===== src/rtl/core/sti_pkg.sv =====
package sti_pkg;

  localparam logic [1:0] CMD_TEST = 2'd3;
  localparam int unsigned NUM_STEPS = 39;

  typedef enum logic [2:0] {
    PT_V0,
    PT_V1,
    PT_V2,
    PT_A,
    PT_B
  } pt_t;

  // one multiply-accumulate step: x operand is a difference or a stored cross
  // component, y operand is always a difference of two points
  typedef struct packed {
    logic       go;
    logic       x_c;
    pt_t        xp;
    pt_t        xq;
    logic [1:0] xk;
    pt_t        yp;
    pt_t        yq;
    logic [1:0] yk;
    logic       clr;
    logic       neg;
    logic       wr_c;
    logic [1:0] wk;
    logic       sg;
    logic [2:0] sk;
  } mac_op_t;

  typedef struct packed {
    logic       ld_v;
    logic       ld_ab;
    logic [1:0] v_idx;
  } ld_ctl_t;

  typedef struct packed {
    logic hit;
  } dp_stat_t;

  // plane side tests: n = e1 x e2, then (V0-A).n and (B-V0).n;
  // then three groups of cross(Wi,Wj) followed by its dot with B-A
  function automatic mac_op_t mac_decode(logic [5:0] step);
    mac_op_t    op;
    logic [5:0] rel;
    logic [5:0] r;
    logic [1:0] grp;
    logic       is_cross;
    pt_t        pp, pq, qp, qq, dp, dq;
    logic [2:0] sk;
    logic [1:0] k, i, l;
    op       = '0;
    op.go    = 1'b1;
    rel      = '0;
    grp      = '0;
    is_cross = 1'b0;
    pp = PT_V0; pq = PT_V0; qp = PT_V0; qq = PT_V0; dp = PT_V0; dq = PT_V0;
    sk = '0;
    if (step < 6'd12) begin
      if (step < 6'd6) begin
        is_cross = 1'b1;
        r  = step;
        pp = PT_V1; pq = PT_V0; qp = PT_V2; qq = PT_V0;
      end else if (step < 6'd9) begin
        r  = step - 6'd6;
        dp = PT_V0; dq = PT_A; sk = 3'd0;
      end else begin
        r  = step - 6'd9;
        dp = PT_B; dq = PT_V0; sk = 3'd1;
      end
    end else begin
      rel = step - 6'd12;
      if (rel >= 6'd18) grp = 2'd2;
      else if (rel >= 6'd9) grp = 2'd1;
      else grp = 2'd0;
      r = rel - 6'(grp) * 6'd9;
      unique case (grp)
        2'd0: begin pp = PT_V0; qp = PT_V1; end
        2'd1: begin pp = PT_V1; qp = PT_V2; end
        default: begin pp = PT_V2; qp = PT_V0; end
      endcase
      pq = PT_A;
      qq = PT_A;
      if (r < 6'd6) begin
        is_cross = 1'b1;
      end else begin
        r  = r - 6'd6;
        dp = PT_B; dq = PT_A; sk = 3'd2 + 3'(grp);
      end
    end
    if (is_cross) begin
      k = r[2:1];
      i = (k == 2'd2) ? 2'd0 : k + 2'd1;
      l = (k == 2'd0) ? 2'd2 : k - 2'd1;
      op.xp = pp; op.xq = pq; op.yp = qp; op.yq = qq;
      if (!r[0]) begin
        op.xk  = i;
        op.yk  = l;
        op.clr = 1'b1;
      end else begin
        op.xk   = l;
        op.yk   = i;
        op.neg  = 1'b1;
        op.wr_c = 1'b1;
        op.wk   = k;
      end
    end else begin
      op.x_c = 1'b1;
      op.xk  = r[1:0];
      op.yp  = dp;
      op.yq  = dq;
      op.yk  = r[1:0];
      op.clr = (r == 6'd0);
      op.sg  = (r == 6'd2);
      op.sk  = sk;
    end
    return op;
  endfunction

endpackage


===== src/rtl/core/sti_datapath.sv =====
module sti_datapath
  import sti_pkg::*;
#(
  parameter int COORD_BITS = 16
) (
  input  logic                         clk,
  input  logic                         rst,
  input  ld_ctl_t                      ld,
  input  mac_op_t                      op,
  input  logic signed [COORD_BITS-1:0] ax,
  input  logic signed [COORD_BITS-1:0] ay,
  input  logic signed [COORD_BITS-1:0] az,
  input  logic signed [COORD_BITS-1:0] bx,
  input  logic signed [COORD_BITS-1:0] by,
  input  logic signed [COORD_BITS-1:0] bz,
  output dp_stat_t                     stat
);

  localparam int CB = COORD_BITS;
  localparam int DW = CB + 1;
  localparam int XW = 2 * CB + 3;
  localparam int PW = XW + DW;
  localparam int AW = 3 * CB + 6;

  logic signed [CB-1:0] v [3][3];
  logic signed [CB-1:0] a [3];
  logic signed [CB-1:0] b [3];
  logic signed [XW-1:0] c [3];

  logic signed [PW-1:0] prod;
  logic                 p_vld;
  logic                 p_clr, p_neg, p_wr_c, p_sg;
  logic [1:0]           p_wk;
  logic [2:0]           p_sk;
  logic signed [AW-1:0] acc;
  logic signed [AW-1:0] term;
  logic signed [AW-1:0] acc_next;
  logic [4:0]           s_neg;
  logic [4:0]           s_nz;

  logic signed [DW-1:0] xd, yd;
  logic signed [XW-1:0] opx;

  function automatic logic signed [CB-1:0] coord(pt_t p, logic [1:0] k);
    logic signed [CB-1:0] r;
    r = '0;
    if (k != 2'd3) begin
      unique case (p)
        PT_V0:   r = v[0][k];
        PT_V1:   r = v[1][k];
        PT_V2:   r = v[2][k];
        PT_A:    r = a[k];
        PT_B:    r = b[k];
        default: r = '0;
      endcase
    end
    return r;
  endfunction

  always_comb begin
    xd       = DW'(coord(op.xp, op.xk)) - DW'(coord(op.xq, op.xk));
    yd       = DW'(coord(op.yp, op.yk)) - DW'(coord(op.yq, op.yk));
    opx      = op.x_c ? c[op.xk] : XW'(xd);
    term     = p_neg ? -AW'(prod) : AW'(prod);
    acc_next = p_clr ? term : acc + term;
  end

  always_ff @(posedge clk) begin
    if (rst) begin
      for (int i = 0; i < 3; i++) begin
        for (int k = 0; k < 3; k++) begin
          v[i][k] <= '0;
        end
      end
      p_vld <= 1'b0;
    end else begin
      if (ld.ld_v && ld.v_idx != CMD_TEST) begin
        v[ld.v_idx][0] <= ax;
        v[ld.v_idx][1] <= ay;
        v[ld.v_idx][2] <= az;
      end
      p_vld <= op.go;
    end
  end

  always_ff @(posedge clk) begin
    if (ld.ld_ab) begin
      a[0] <= ax; a[1] <= ay; a[2] <= az;
      b[0] <= bx; b[1] <= by; b[2] <= bz;
    end
    // register the product before it reaches the accumulator
    prod   <= opx * yd;
    p_clr  <= op.clr;
    p_neg  <= op.neg;
    p_wr_c <= op.wr_c;
    p_wk   <= op.wk;
    p_sg   <= op.sg;
    p_sk   <= op.sk;
    if (p_vld) begin
      acc <= acc_next;
      if (p_wr_c && p_wk != 2'd3) c[p_wk] <= XW'(acc_next);
      if (p_sg && p_sk < 3'd5) begin
        s_neg[p_sk] <= acc_next[AW-1];
        s_nz[p_sk]  <= (acc_next != '0);
      end
    end
  end

  assign stat.hit = s_nz[0] && s_nz[1] && (s_neg[0] == s_neg[1]) &&
                    s_nz[2] && s_nz[3] && s_nz[4] &&
                    (s_neg[2] == s_neg[3]) && (s_neg[3] == s_neg[4]);

endmodule


===== src/rtl/core/sti_ctrl.sv =====
module sti_ctrl
  import sti_pkg::*;
(
  input  logic       clk,
  input  logic       rst,
  input  logic       in_valid,
  output logic       in_ready,
  input  logic [1:0] cmd,
  output logic       out_valid,
  input  logic       out_ready,
  output logic       hit,
  output ld_ctl_t    ld,
  output mac_op_t    op,
  input  dp_stat_t   stat
);

  typedef enum logic [1:0] {
    IDLE,
    RUN,
    DRAIN,
    FINISH
  } state_t;

  state_t     state;
  logic [5:0] step;
  logic       accept;

  assign in_ready = (state == IDLE);
  assign accept   = in_valid && in_ready;

  always_comb begin
    ld.ld_v  = accept && (cmd != CMD_TEST);
    ld.ld_ab = accept && (cmd == CMD_TEST);
    ld.v_idx = cmd;
    op       = mac_decode(step);
    op.go    = (state == RUN);
  end

  always_ff @(posedge clk) begin
    if (rst) begin
      state     <= IDLE;
      step      <= '0;
      out_valid <= 1'b0;
      hit       <= 1'b0;
    end else begin
      // FINISH owns out_valid while it is waiting to hand over a result
      if (out_valid && out_ready && state != FINISH) out_valid <= 1'b0;
      unique case (state)
        IDLE: begin
          step <= '0;
          if (accept && cmd == CMD_TEST) state <= RUN;
        end
        RUN: begin
          if (step == 6'(NUM_STEPS - 1)) begin
            step  <= '0;
            state <= DRAIN;
          end else begin
            step <= step + 6'd1;
          end
        end
        DRAIN: begin
          // let the product and accumulate stages settle
          if (step == 6'd1) state <= FINISH;
          step <= step + 6'd1;
        end
        FINISH: begin
          if (!out_valid || out_ready) begin
            out_valid <= 1'b1;
            hit       <= stat.hit;
            state     <= IDLE;
          end
        end
        default: state <= IDLE;
      endcase
    end
  end

endmodule


===== src/rtl/core/segment_triangle_intersect.sv =====
// Segment/triangle crossing test on one shared multiply-accumulate unit.
// Load beats (cmd 0..2) leave the block idle; the next beat may follow at once.
// A test beat runs 39 multiply steps, then lets the product and accumulate registers
// settle; hit and out_valid are registered as the block returns to idle for a new beat.
// The result sits in an output register, so a stalled consumer stalls only the next test.
// Synchronous reset clears the vertex store to zero and the handshake state.
module segment_triangle_intersect
  import sti_pkg::*;
#(
  parameter int COORD_BITS = 16
) (
  input  logic                         clk,
  input  logic                         rst,
  input  logic                         in_valid,
  output logic                         in_ready,
  input  logic [1:0]                   cmd,
  input  logic signed [COORD_BITS-1:0] ax,
  input  logic signed [COORD_BITS-1:0] ay,
  input  logic signed [COORD_BITS-1:0] az,
  input  logic signed [COORD_BITS-1:0] bx,
  input  logic signed [COORD_BITS-1:0] by,
  input  logic signed [COORD_BITS-1:0] bz,
  output logic                         out_valid,
  input  logic                         out_ready,
  output logic                         hit
);

  ld_ctl_t  ld;
  mac_op_t  op;
  dp_stat_t stat;

  sti_ctrl u_ctrl (
    .clk       (clk),
    .rst       (rst),
    .in_valid  (in_valid),
    .in_ready  (in_ready),
    .cmd       (cmd),
    .out_valid (out_valid),
    .out_ready (out_ready),
    .hit       (hit),
    .ld        (ld),
    .op        (op),
    .stat      (stat)
  );

  sti_datapath #(
    .COORD_BITS (COORD_BITS)
  ) u_dp (
    .clk  (clk),
    .rst  (rst),
    .ld   (ld),
    .op   (op),
    .ax   (ax),
    .ay   (ay),
    .az   (az),
    .bx   (bx),
    .by   (by),
    .bz   (bz),
    .stat (stat)
  );

endmodule


===== config.mk =====
export PLATFORM = sky130hd
export DESIGN_NAME = segment_triangle_intersect
export DESIGN_NICKNAME = d
export VERILOG_FILES = /design/src/rtl/core/sti_pkg.sv /design/src/rtl/core/sti_datapath.sv /design/src/rtl/core/sti_ctrl.sv /design/src/rtl/core/segment_triangle_intersect.sv
export SDC_FILE = /design/constraint.sdc
export NUM_CORES = 2
export LEC_CHECK = 0
export ABC_AREA = 1
export BUFFER_PORTS_ARGS = -buffer_cell sky130_fd_sc_hd__buf_4
export CAP_MARGIN = 20
export CORE_ASPECT_RATIO = 1.4
export CORE_MARGIN = 4
export CORE_UTILIZATION = 50
export DETAILED_ROUTE_END_ITERATION = 7
export PLACE_DENSITY_LB_ADDON = 0.2
export SETUP_SLACK_MARGIN = 0.5
export SLEW_MARGIN = 20
export SYNTH_ARGS = -nofsm -noshare
export SYNTH_HDL_FRONTEND = slang
export SYNTH_SLANG_ARGS = --single-unit

===== constraint.sdc =====
create_clock -name clk -period 23.2 [get_ports clk]
set_input_delay 1.16 -clock clk [delete_from_list [all_inputs] [get_ports clk]]
set_output_delay 1.16 -clock clk [all_outputs]
set_load 0.05 [all_outputs]

==> impl_metrics.json <==
{
  "r2r_start": "u_ctrl.step[2]",
  "die-area_um2": 110000,
  "final_cell_mix": "nand2_1 (1734), inv_1 (1295), fa_1 (570), nand3_1 (534), nor2_1 (523)",
  "synth_top_area_cell": "edfxtp_1",
  "clockRootBuffer": "clkbuf_16",
  "num_antenna_cells": 0,
  "finalCritPeriodShare": 0.755,
  "io_pins": 105,
  "first_pass_iters": 8,
  "avgSynthCellArea_um2": 7.74,
  "synth_fp_nets": 7666,
  "areaGrowthSynthToFinish_pct": 7.04,
  "clkTransAtPathRegs_ns": 0.07,
  "rsz0062_at_grt": "false",
  "die_x_um": 281,
  "cts_inserted_buffers": 50,
  "cap_violations": 0,
  "drv_slew": 0,
  "worstMarginPinSlew_ns": 1.21,
  "ys_seq_area_frac": 0.262,
  "route.detailed.drc": 3,
  "h-tree-depth": 2,
  "post_cts_resized": 0,
  "grt_max_degree": 85,
  "grt_pass1_vias": 46600,
  "worstSkewPairLatency_ns": 0.66,
  "grtUsageTotal": 0.354,
  "drt_iter0_markers": 3654,
  "cts_hold_buf": 0,
  "ant_nets": 0,
  "violations": "DRC",
  "hp-class": "reg2reg",
  "viasPerCell": 5.64,
  "met3_usage": 0.0561,
  "synth_top_cells_by_area": "edfxtp_1 (24%), fa_1 (22%), nand2_1 (12%), inv_1 (9.3%), ha_1 (5.7%)",
  "syn_area_um2": 52300,
  "max_freq_mhz": 57.1,
  "vias": 45800,
  "cp-start-kind": "flip-flop",
  "nNetsFinal": 7638,
  "overflow": 0,
  "ys_async_sr_fraction": 0,
  "final_hold_viol_count": 0,
  "drive_above_1_share": 0.0527,
  "fp.dieH_um": 391,
  "clockBufferDepth": 3,
  "crit_required_ns": 23.76,
  "fin_tns_setup_ns": 0,
  "final.min_clock_period_ns": 17.51,
  "outcome": "complete, but fails checks",
  "met1_usage": 0.352,
  "max-slew-margin-rel": 0.190,
  "critPathMaxStageDelay_ns": 0.81,
  "synthFlopType": "edfxtp_1",
  "core_um2": 104000,
  "final_common_cell": "nand2_1",
  "critPathKind": "reg2reg",
  "setup_violations": 0,
  "place_congestion": 1.04,
  "ys_ff_latch": 480,
  "num_rows": 140,
  "post_cts_buffers": 0,
  "hp-start": "u_ctrl.hit",
  "crit_path_max_fanout": 84,
  "yosys_warnings": 0,
  "portBuffers": 104,
  "cp-end-kind": "flip-flop",
  "gr-max-usage-layer": "met2",
  "wire_per_inst_um": 24.1,
  "critPathLaunch": "u_ctrl.step[2]",
  "crit_arrival_ns": 18.07,
  "antenna_found_initial": 2,
  "nFillCells": 10100,
  "synthCells": 6755,
  "fin_skew_ns": 0.0450,
  "synth_edf_count": 409,
  "grt_pass1_wl_um": 287000,
  "ys_types": 51,
  "initial_utilization": 0.503,
  "dpl.hpwl_um": 155000,
  "cpMaxStageDelayCell": "o21ai_4",
  "cts_tree": "yes",
  "synth_top_cell_area_share": 0.235,
  "use_met2": 0.621,
  "clock_sinks": 480,
  "routed_wl_um": 195000,
  "crit_top_cell": "inv_1"
}
[worst max-delay path: cells and delay by family, from the launching register on]
family	cells	cell delay, ns
flops	1	0.68
buf+inv	14	3.65
fa+ha+maj	14	5.53
compound gates	12	3.33
xor+xnor	2	0.32
simple gates	18	3.82
[stage by stage]
step	util	setup WS, ns	hold slack, ns	instance area (um2)	std cells
global placement	0.522	6.11	0.456	54200	8024
floorplan	-	11.46	0.507	52300	6755
detailed placement	0.522	5.93	0.457	54200	8024
CTS	0.538	5.88	0.468	55900	8117
finish	0.538	5.69	0.468	55900	8117
global route	0.538	4.60	0.502	55900	8117
[registers in the layout (all words and copies together) (netlist names)]
| register | cells |
|---|---|
| u_dp.acc | 54 |
| u_dp.p_sk | 3 |
| u_dp.b | 48 |
| u_ctrl.step | 6 |
| u_dp.p_wr_c | 1 |
| u_dp.p_vld | 1 |
| u_dp.p_sg | 1 |
| u_dp.s_nz | 5 |
| u_ctrl.out_valid | 1 |
| u_dp.p_clr | 1 |
| u_ctrl.state | 2 |
| u_dp.v | 144 |
| u_dp.prod | 52 |
| u_dp.a | 48 |
| u_dp.p_wk | 2 |
| u_dp.c | 105 |
| u_ctrl.hit | 1 |
| u_dp.s_neg | 5 |
[cells by family after synthesis]
group / after synthesis / share of synthesized area
and+or+nand+nor: 2971 / 0.236
buffers and inverters: 1561 / 0.116
AOI/OAI and AO/OA: 817 / 0.0900
adders and majority gates: 809 / 0.276
DFF: 480 / 0.262
xor gates and xnor gates: 117 / 0.0196
[path summary, 6_finish.rpt]
check                                endpoint  slack (ns)  depth (start not counted)
worst max register to register  u_dp.prod[46]        5.69                         60
worst min-delay path               u_ctrl.hit        0.47                          2
worst min register to register     u_ctrl.hit        0.47                          2
worst max-delay path            u_dp.prod[46]        5.69                         60
[cells in the mapped netlist (12+ instances only)]
cell	instances
o21ai_0	133
buf_4	15
o22ai_1	21
nand2_2	14
nor3_1	35
ha_1	239
nand2_4	13
inv_1	1296
nand3b_1	17
nand3_2	12
edfxtp_1	409
xnor2_1	42
nor2_1	527
a21oi_1	491
buf_2	73
o21bai_1	15
a21boi_0	18
clkbuf_1	137
o211ai_1	69
buf_1	14
a31oi_1	13
nand4_1	48
nand3_1	534
xor2_1	75
fa_1	570
nand2_1	1738
dfxtp_1	71
inv_2	12
[cell type report]
class,instances,area [um2],share of cell area
multi-input cells,4714,32600,0.583
flip-flops and latches,480,13700,0.245
inverters,1313,4930,0.0882
well taps,1349,1690,0.0302
clock buffers,64,1380,0.0247
repair buffers,168,1260,0.0225
clock inverters,29,347,0.00620
[routing by layer]
metal	routed length, um	vias to the layer above
li1	-	21100
met1	62200	21900
met2	96700	2011
met3	12000	776
met4	24300	2
met5	13	-
Power is left out: the tool's default activity adds up to more than one toggle a clock period on the data nets, which glitch-free logic cannot reach.
